--- src/rtl/vss_pkg.sv ---
// shared types and constants of the video scanner and soft-switch block
package vss_pkg;

  typedef enum logic [1:0] {
    ACT_SWITCH    = 2'd0,
    ACT_MODE_READ = 2'd1,
    ACT_VBL_READ  = 2'd2,
    ACT_SCAN      = 2'd3
  } action_t;

  // one bit per video mode, text in the lowest position
  typedef struct packed {
    logic altchar;
    logic dhires;
    logic col80;
    logic store80;
    logic hires;
    logic page2;
    logic mixed;
    logic text;
  } mode_flags_t;

  // configuration register indexes
  localparam logic CFG_PAL_TIMING     = 1'b0;
  localparam logic CFG_ORIGINAL_MODEL = 1'b1;

  // soft-switch addresses
  localparam logic [7:0] SW_80STORE_OFF = 8'h00;
  localparam logic [7:0] SW_80STORE_ON  = 8'h01;
  localparam logic [7:0] SW_80COL_OFF   = 8'h0C;
  localparam logic [7:0] SW_80COL_ON    = 8'h0D;
  localparam logic [7:0] SW_ALTCHAR_OFF = 8'h0E;
  localparam logic [7:0] SW_ALTCHAR_ON  = 8'h0F;
  localparam logic [7:0] SW_TEXT_OFF    = 8'h50;
  localparam logic [7:0] SW_TEXT_ON     = 8'h51;
  localparam logic [7:0] SW_MIXED_OFF   = 8'h52;
  localparam logic [7:0] SW_MIXED_ON    = 8'h53;
  localparam logic [7:0] SW_PAGE2_OFF   = 8'h54;
  localparam logic [7:0] SW_PAGE2_ON    = 8'h55;
  localparam logic [7:0] SW_HIRES_OFF   = 8'h56;
  localparam logic [7:0] SW_HIRES_ON    = 8'h57;
  localparam logic [7:0] SW_DHIRES_ON   = 8'h5E;
  localparam logic [7:0] SW_DHIRES_OFF  = 8'h5F;

  // status read addresses
  localparam logic [7:0] RD_TEXT    = 8'h1A;
  localparam logic [7:0] RD_MIXED   = 8'h1B;
  localparam logic [7:0] RD_HIRES   = 8'h1D;
  localparam logic [7:0] RD_ALTCHAR = 8'h1E;
  localparam logic [7:0] RD_80COL   = 8'h1F;
  localparam logic [7:0] RD_FLOAT   = 8'h7F;

  // scanner timing
  localparam int H_CLOCKS    = 65;
  localparam int H_STATE0    = 'h18;
  localparam int H_PE_CLOCK  = 40;
  localparam int H_PRESET    = 41;
  localparam int V_STATE0    = 'h100;
  localparam int V_PRESET    = 256;
  localparam int LINES_NTSC  = 262;
  localparam int LINES_PAL   = 312;
  localparam int LINES_SHOWN = 192;

  localparam int FRAME_NTSC = LINES_NTSC * H_CLOCKS;
  localparam int FRAME_PAL  = LINES_PAL * H_CLOCKS;
  localparam int VBL_START  = LINES_SHOWN * H_CLOCKS;

  // x / 65 == (x * 16132) >> 20, exact for x below 2^18
  localparam int DIV65_MULT  = 16132;
  localparam int DIV65_SHIFT = 20;

endpackage

--- src/rtl/vss_frame_reduce.sv ---
// reduces the frame cycle count modulo the frame length
module vss_frame_reduce import vss_pkg::*; (
  input  logic [15:0] frame_cycles,
  input  logic        pal_timing,
  output logic [14:0] cyc
);

  logic [16:0] len1, len2, len3;
  logic [16:0] d1, d2, d3;

  always_comb begin
    if (pal_timing) begin
      len1 = 17'(FRAME_PAL);
      len2 = 17'(2 * FRAME_PAL);
      len3 = 17'(3 * FRAME_PAL);
    end else begin
      len1 = 17'(FRAME_NTSC);
      len2 = 17'(2 * FRAME_NTSC);
      len3 = 17'(3 * FRAME_NTSC);
    end
    d1 = {1'b0, frame_cycles} - len1;
    d2 = {1'b0, frame_cycles} - len2;
    d3 = {1'b0, frame_cycles} - len3;
    // a clear borrow bit means the count reaches that multiple
    if (!d3[16]) begin
      cyc = d3[14:0];
    end else if (!d2[16]) begin
      cyc = d2[14:0];
    end else if (!d1[16]) begin
      cyc = d1[14:0];
    end else begin
      cyc = frame_cycles[14:0];
    end
  end

endmodule

--- src/rtl/vss_scanner.sv ---
// horizontal and vertical scanner states and the scanned memory address
module vss_scanner import vss_pkg::*; (
  input  logic [14:0]  cyc,
  input  mode_flags_t  flags,
  input  logic         pal_timing,
  input  logic         original_model,
  output logic [14:0]  scanner_address,
  output logic         vbl_bar
);

  logic [28:0] prod;
  logic [8:0]  line;
  logic [14:0] line_x65;
  logic [6:0]  rem;
  logic [7:0]  hsum;
  logic [6:0]  hclk;
  logic [6:0]  hs;
  logic [9:0]  vs;
  logic [9:0]  lines;
  logic        h3, h4, h5, v0, v1, v2, v3, v4;
  logic [3:0]  sum;
  logic        hires;
  logic        p2;

  always_comb begin
    prod     = 29'(cyc) * 29'(DIV65_MULT);
    line     = prod[28:DIV65_SHIFT];
    line_x65 = 15'({line, 6'b0}) + 15'(line);
    rem      = 7'(cyc - line_x65);

    hsum = 8'(rem) + 8'(H_PE_CLOCK);
    hclk = (hsum >= 8'(H_CLOCKS)) ? 7'(hsum - 8'(H_CLOCKS)) : hsum[6:0];
    hs   = 7'(H_STATE0) + hclk;
    if (hclk >= 7'(H_PRESET)) begin
      hs = hs - 7'd1;
    end

    lines = pal_timing ? 10'(LINES_PAL) : 10'(LINES_NTSC);
    vs    = 10'(V_STATE0) + 10'(line);
    if (line >= 9'(V_PRESET)) begin
      vs = vs - lines;
    end

    h3 = hs[3];
    h4 = hs[4];
    h5 = hs[5];
    v0 = vs[3];
    v1 = vs[4];
    v2 = vs[5];
    v3 = vs[6];
    v4 = vs[7];

    // mixed mode shows text in the bottom four rows
    hires = flags.hires && !flags.text && !(flags.mixed && v4 && v2);
    p2    = flags.page2 && !flags.store80;

    sum = 4'hD + {1'b0, h5, h4, h3} + {v4, v3, v4, v3};

    scanner_address = {5'b0, v2, v1, v0, sum, hs[2:0]};
    if (hires) begin
      scanner_address[12:10] = vs[2:0];
      scanner_address[13]    = !p2;
      scanner_address[14]    = p2;
    end else begin
      scanner_address[10] = !p2;
      scanner_address[11] = p2;
      // text HBL address bit of the original machine
      scanner_address[12] = original_model && !h5 && (!h4 || !h3);
    end

    vbl_bar = !(v4 && v3);
  end

endmodule

--- src/rtl/vss_switches.sv ---
// video mode flag register, soft-switch decode and mode status read
module vss_switches import vss_pkg::*; (
  input  logic        clk,
  input  logic        rst_n,
  input  logic        upd_en,
  input  logic [7:0]  switch_addr,
  input  logic [7:0]  key_code,
  input  logic        original_model,
  output mode_flags_t flags,
  output logic [7:0]  status_byte
);

  mode_flags_t flags_r, flags_nxt;
  logic        later;
  logic        sel;

  assign later = !original_model;
  assign flags = flags_r;

  always_comb begin
    flags_nxt = flags_r;
    case (switch_addr)
      SW_80STORE_OFF: flags_nxt.store80 = 1'b0;
      SW_80STORE_ON:  flags_nxt.store80 = 1'b1;
      SW_80COL_OFF:   if (later) flags_nxt.col80 = 1'b0;
      SW_80COL_ON:    if (later) flags_nxt.col80 = 1'b1;
      SW_ALTCHAR_OFF: if (later) flags_nxt.altchar = 1'b0;
      SW_ALTCHAR_ON:  if (later) flags_nxt.altchar = 1'b1;
      SW_TEXT_OFF:    flags_nxt.text = 1'b0;
      SW_TEXT_ON:     flags_nxt.text = 1'b1;
      SW_MIXED_OFF:   flags_nxt.mixed = 1'b0;
      SW_MIXED_ON:    flags_nxt.mixed = 1'b1;
      SW_PAGE2_OFF:   flags_nxt.page2 = 1'b0;
      SW_PAGE2_ON:    flags_nxt.page2 = 1'b1;
      SW_HIRES_OFF:   flags_nxt.hires = 1'b0;
      SW_HIRES_ON:    flags_nxt.hires = 1'b1;
      SW_DHIRES_ON:   if (later) flags_nxt.dhires = 1'b1;
      SW_DHIRES_OFF:  if (later) flags_nxt.dhires = 1'b0;
      default: ;
    endcase
    // 80store always forces page2 off
    if (flags_nxt.store80) begin
      flags_nxt.page2 = 1'b0;
    end
  end

  always_ff @(posedge clk) begin
    if (!rst_n) begin
      flags_r <= '0;
    end else if (upd_en) begin
      flags_r <= flags_nxt;
    end
  end

  always_comb begin
    case (switch_addr)
      RD_TEXT:    sel = flags_r.text;
      RD_MIXED:   sel = flags_r.mixed;
      RD_HIRES:   sel = flags_r.hires;
      RD_ALTCHAR: sel = flags_r.altchar;
      RD_80COL:   sel = flags_r.col80;
      default:    sel = 1'b0;
    endcase
    if (switch_addr == RD_FLOAT) begin
      status_byte = 8'h00;
    end else begin
      status_byte = key_code | {sel, 7'b0};
    end
  end

endmodule

--- src/rtl/video_scanner_soft_switches_core.sv ---
// top level: soft-switch flags, status reads and video scanner address queries
// One beat is taken per clock until a stalled output fills the pipeline, and
// one result beat is given for each; it passes the input, frame reduction and
// result registers in turn, the frame reduction and the divide-by-65 of the
// scanner each filling one of these register-to-register paths. Each stage
// holds its beat while the next one is stalled, so a stalled output fills the
// pipeline before in_tready drops. Soft-switch beats update the mode flags in
// the last stage, so later beats always see the new flags.
module video_scanner_soft_switches_core import vss_pkg::*; (
  input  logic        clk,
  input  logic        rst_n,
  // configuration
  input  logic        cfg_we,
  input  logic        cfg_addr,
  input  logic        cfg_wdata,
  // input stream
  input  logic        in_tvalid,
  output logic        in_tready,
  input  logic [31:0] in_tdata,   // switch_addr[7:0], frame_cycles[23:8], key_code[31:24]
  input  logic [1:0]  in_tuser,   // action[1:0]
  // result stream
  output logic        out_tvalid,
  input  logic        out_tready,
  output logic [23:0] out_tdata   // data_byte[7:0], scanner_address[22:8], vbl_bar[23]
);

  logic        pal_r, orig_r;

  logic        valid1_r, valid2_r, out_valid_r;
  logic        ready1, ready2;
  action_t     act1_r, act2_r;
  logic [7:0]  sa1_r, sa2_r;
  logic [15:0] fc1_r;
  logic [7:0]  key1_r, key2_r;
  logic [14:0] cyc2_r;
  logic [14:0] cyc_red;

  mode_flags_t flags;
  logic [7:0]  status_byte;
  logic [14:0] scan_addr;
  logic        scan_vbl;
  logic        flag_upd;

  logic [7:0]  data_r, data_nxt;
  logic [14:0] addr_r, addr_nxt;
  logic        vbl_r, vbl_nxt;

  always_ff @(posedge clk) begin
    if (!rst_n) begin
      pal_r  <= 1'b0;
      orig_r <= 1'b0;
    end else if (cfg_we) begin
      case (cfg_addr)
        CFG_PAL_TIMING:     pal_r  <= cfg_wdata;
        CFG_ORIGINAL_MODEL: orig_r <= cfg_wdata;
        default: ;
      endcase
    end
  end

  assign ready2    = !out_valid_r || out_tready;
  assign ready1    = !valid2_r || ready2;
  assign in_tready = !valid1_r || ready1;

  // stage 1: input register
  always_ff @(posedge clk) begin
    if (!rst_n) begin
      valid1_r <= 1'b0;
    end else if (in_tready) begin
      valid1_r <= in_tvalid;
    end
  end

  always_ff @(posedge clk) begin
    if (in_tready && in_tvalid) begin
      act1_r <= action_t'(in_tuser);
      sa1_r  <= in_tdata[7:0];
      fc1_r  <= in_tdata[23:8];
      key1_r <= in_tdata[31:24];
    end
  end

  vss_frame_reduce u_reduce (
    .frame_cycles (fc1_r),
    .pal_timing   (pal_r),
    .cyc          (cyc_red)
  );

  // stage 2: reduced frame position
  always_ff @(posedge clk) begin
    if (!rst_n) begin
      valid2_r <= 1'b0;
    end else if (ready1) begin
      valid2_r <= valid1_r;
    end
  end

  always_ff @(posedge clk) begin
    if (ready1 && valid1_r) begin
      act2_r <= act1_r;
      sa2_r  <= sa1_r;
      key2_r <= key1_r;
      cyc2_r <= cyc_red;
    end
  end

  assign flag_upd = valid2_r && ready2 && (act2_r == ACT_SWITCH);

  vss_switches u_switches (
    .clk            (clk),
    .rst_n          (rst_n),
    .upd_en         (flag_upd),
    .switch_addr    (sa2_r),
    .key_code       (key2_r),
    .original_model (orig_r),
    .flags          (flags),
    .status_byte    (status_byte)
  );

  vss_scanner u_scanner (
    .cyc             (cyc2_r),
    .flags           (flags),
    .pal_timing      (pal_r),
    .original_model  (orig_r),
    .scanner_address (scan_addr),
    .vbl_bar         (scan_vbl)
  );

  always_comb begin
    data_nxt = 8'h00;
    addr_nxt = 15'h0000;
    vbl_nxt  = 1'b0;
    case (act2_r)
      ACT_SWITCH: ;
      ACT_MODE_READ: data_nxt = status_byte;
      ACT_VBL_READ: begin
        vbl_nxt  = (cyc2_r < 15'(VBL_START));
        data_nxt = {vbl_nxt, key2_r[6:0]};
      end
      ACT_SCAN: begin
        addr_nxt = scan_addr;
        vbl_nxt  = scan_vbl;
      end
      default: ;
    endcase
  end

  // stage 3: result register
  always_ff @(posedge clk) begin
    if (!rst_n) begin
      out_valid_r <= 1'b0;
    end else if (ready2) begin
      out_valid_r <= valid2_r;
    end
  end

  always_ff @(posedge clk) begin
    if (ready2 && valid2_r) begin
      data_r <= data_nxt;
      addr_r <= addr_nxt;
      vbl_r  <= vbl_nxt;
    end
  end

  assign out_tvalid = out_valid_r;
  assign out_tdata  = {vbl_r, addr_r, data_r};

endmodule

--- config.mk ---
export PLATFORM = sky130hd
export DESIGN_NAME = video_scanner_soft_switches_core
export DESIGN_NICKNAME = d
export VERILOG_FILES = /design/src/rtl/vss_pkg.sv /design/src/rtl/vss_frame_reduce.sv /design/src/rtl/vss_scanner.sv /design/src/rtl/vss_switches.sv /design/src/rtl/video_scanner_soft_switches_core.sv
export SDC_FILE = /design/constraint.sdc
export NUM_CORES = 1
export LEC_CHECK = 0
export BUFFER_PORTS_ARGS = -buffer_cell sky130_fd_sc_hd__buf_2
export CAP_MARGIN = 10
export CORE_UTILIZATION = 52
export CTS_CLUSTER_SIZE = 25
export DETAILED_ROUTE_END_ITERATION = 10
export GPL_TIMING_DRIVEN = 0
export PLACE_DENSITY = 0.7
export SYNTH_ARGS = -nofsm -noshare
export SYNTH_HDL_FRONTEND = slang
export SYNTH_HIERARCHICAL = 1
export SYNTH_SLANG_ARGS = --single-unit
--- constraint.sdc ---
create_clock -name clk -period 18.5 [get_ports clk]
set_input_delay 3.7 -clock clk [delete_from_list [all_inputs] [get_ports clk]]
set_output_delay 3.7 -clock clk [all_outputs]
set_load 0.005 [all_outputs]
==> flow_summary.ini <==
[worst_setup_path]
crit_required_ns = 18.62
critical_path.slowest_cell = fa_1
critPathMaxStageDelay_ns = 0.59
cp.arrival_ns = 11.40
cell_repeated_most_along_the_worst_path = ha_1
timing.rr.start = cyc2_r[3]$_DFFE_PP_
start_kind = flip-flop
crit_start = cyc2_r[3]$_DFFE_PP_
critPathMaxFanout = 11
critical_path_class = reg -> reg
critPathCaptureType = flip-flop

[min_path]
min_path_type = reg -> reg
worstHoldStart = key1_r[0]$_DFFE_PP_

[timing]
max_clock_freq_mhz = 88.64
fin_clk_skew_ns = 0.01576
slew_at_the_pin_with_the_worst_max_slew_slack_ns = 0.6981
report.final.setup_viol = 0
timing.final.crit_period_ns = 11.28
timing_hold_violations_final = 0
rsz_0062_raised_after_global_routing = no
final_max_slew_viol_count = 0
setup_total_negative_slack_ns = 0
ratio_of_final_minimum_period_to_clock_period_pct = 60.98
max_slew_headroom_pct = 53.40

[placement]
place.detailed.hpwl_um = 15350
gpl.final_weighted_congestion = 0.9252
numPortBuffers = 66

[cts]
cts_tree = built
cts_hold_buffers = 0
worst_skew_pair.late_latency_ns = 0.36
clock_sinks = 103
clk_transition_reported_paths_ns = 0.08
post_cts.resized_instances = 0
cts_h_tree_lvls = 3
cts-root-to-sink-buffers = 2
cts_made_buffers = 9
cts.repair_timing.setup_buffer_count = 0
clockRootBuffer = clkbuf_16

[global_route]
global_route_wire_length_before_repair_um = 31410
grt_util_all_layers_pct = 21.54
first_global_vias = 6495
gr-total-overflow = 0
grt_start_max_net_pins = 32
grt_antenna_before_repair = 0

[finish]
final_layout_size_suffix_gt1_share_pct = 17.17
n_antenna_cell = 0
area.growth.synth_to_final_pct = 10.90
finalNetCount = 1188

[logic_synthesis]
post_synth.cell_area_avg_um2 = 10.49
synthesis.nets = 1108
synthesis.yosys.warnings = 6
synth_area_um2 = 9494
synthesis.instances = 905

[die]
floorplan.die_area_um2 = 18800
num_rows = 49
initial_core_util_pct = 53.03
core_um2 = 17900
io-pin-count = 67
die_w_um = 137.1
floorplan.die.height_um = 137.1

[drt]
dr_drc_count = 0
routedWlPerCell_um = 15.77
routed-via-count = 6805
ant_nets = 0
drt_wl_total_um = 19220
1st_iter_drt_viols = 293
routed_via_density = 5.582
detailedRoute.firstPassIterationCount = 5

[job]
drv.max_cap_violation_count = 0

[run_status]
status = complete, no violations
==> through the flow <==
stage,instance area [um2],utilization (%),hold slack [ns],setup WS [ns],cells
final,10530,58.81,0.4212,7.218,1219
after global routing,10530,58.81,0.4301,6.548,1219
after CTS,10530,58.81,0.4228,7.257,1219
after detailed placement,10210,57.06,0.4045,7.326,1203
after global placement,10110,56.48,0.4019,7.420,1200
after floorplan,9494,-,0.4003,8.600,905
==> registers in the layout, indices dropped and copies added, names as in the netlist, 2 cells and up <==
name / flops
key2_r: 8
data_r: 8
sa2_r: 8
key1_r: 8
act1_r: 2
cyc2_r: 15
sa1_r: 8
fc1_r: 16
act2_r: 2
u_switches/flags: 7
addr_r: 15
==> worst max-delay path, delay by kind of cell (launching register included) <==
kind                     cells  cell delay, ns
AO/OA/AOI/OAI                9            2.09
XOR/XNOR                     4            0.68
adder cells (fa/ha/maj)     13            4.90
buffers and inverters        4            0.57
flip-flops                   1            0.50
multiplexers                 1            0.22
AND/OR/NAND/NOR              9            2.08
==> metal layers <==
metal	share of wire, %	up-vias	track usage, %
li1	-	3378	-
met2	49	141	36.53
met1	46	3268	28.91
met3	3.5	18	3.148
met5	0	-	0
met4	1.2	0	5.128
==> layout by cell type, fill, tap and decap left out, types with 14 or more instances in the layout <==
| cell type | n |
|---|---|
| ha_1 | 112 |
| inv_1 | 103 |
| edfxtp_1 | 91 |
| buf_2 | 79 |
| fa_1 | 50 |
| a21oi_1 | 48 |
| nand2_1 | 46 |
| nor2_1 | 40 |
| o21ai_0 | 38 |
| xnor2_1 | 29 |
| and2_1 | 28 |
| nor2b_1 | 19 |
| xor2_1 | 18 |
| nand3_1 | 17 |
| nand2b_1 | 15 |
| mux2i_1 | 14 |
| nor3_1 | 14 |
==> worst paths after layout <==
check	cells after the start	slack [ns]	to
hold / removal	0	0.42	key2_r[0]$_DFFE_PP_
hold reg to reg	0	0.42	key2_r[0]$_DFFE_PP_
setup / recovery	40	7.22	addr_r[6]$_SDFFCE_PN0P_
setup reg to reg	40	7.22	addr_r[6]$_SDFFCE_PN0P_
==> layout make-up <==
cell class | count | area (um2)
inverters | 105 | 394.1
fillers | 1518 | 7373
well taps | 229 | 286.5
repair buffers | 69 | 405.4
clock inverters | 7 | 88.84
plain buffers | 28 | 192.7
flip-flops and latches | 103 | 2973
clock buffers | 9 | 225.2
multi-input cells | 669 | 5963
Power is left out: the tool's default activity adds up to more than one toggle a clock period on the data nets, which glitch-free logic cannot reach.
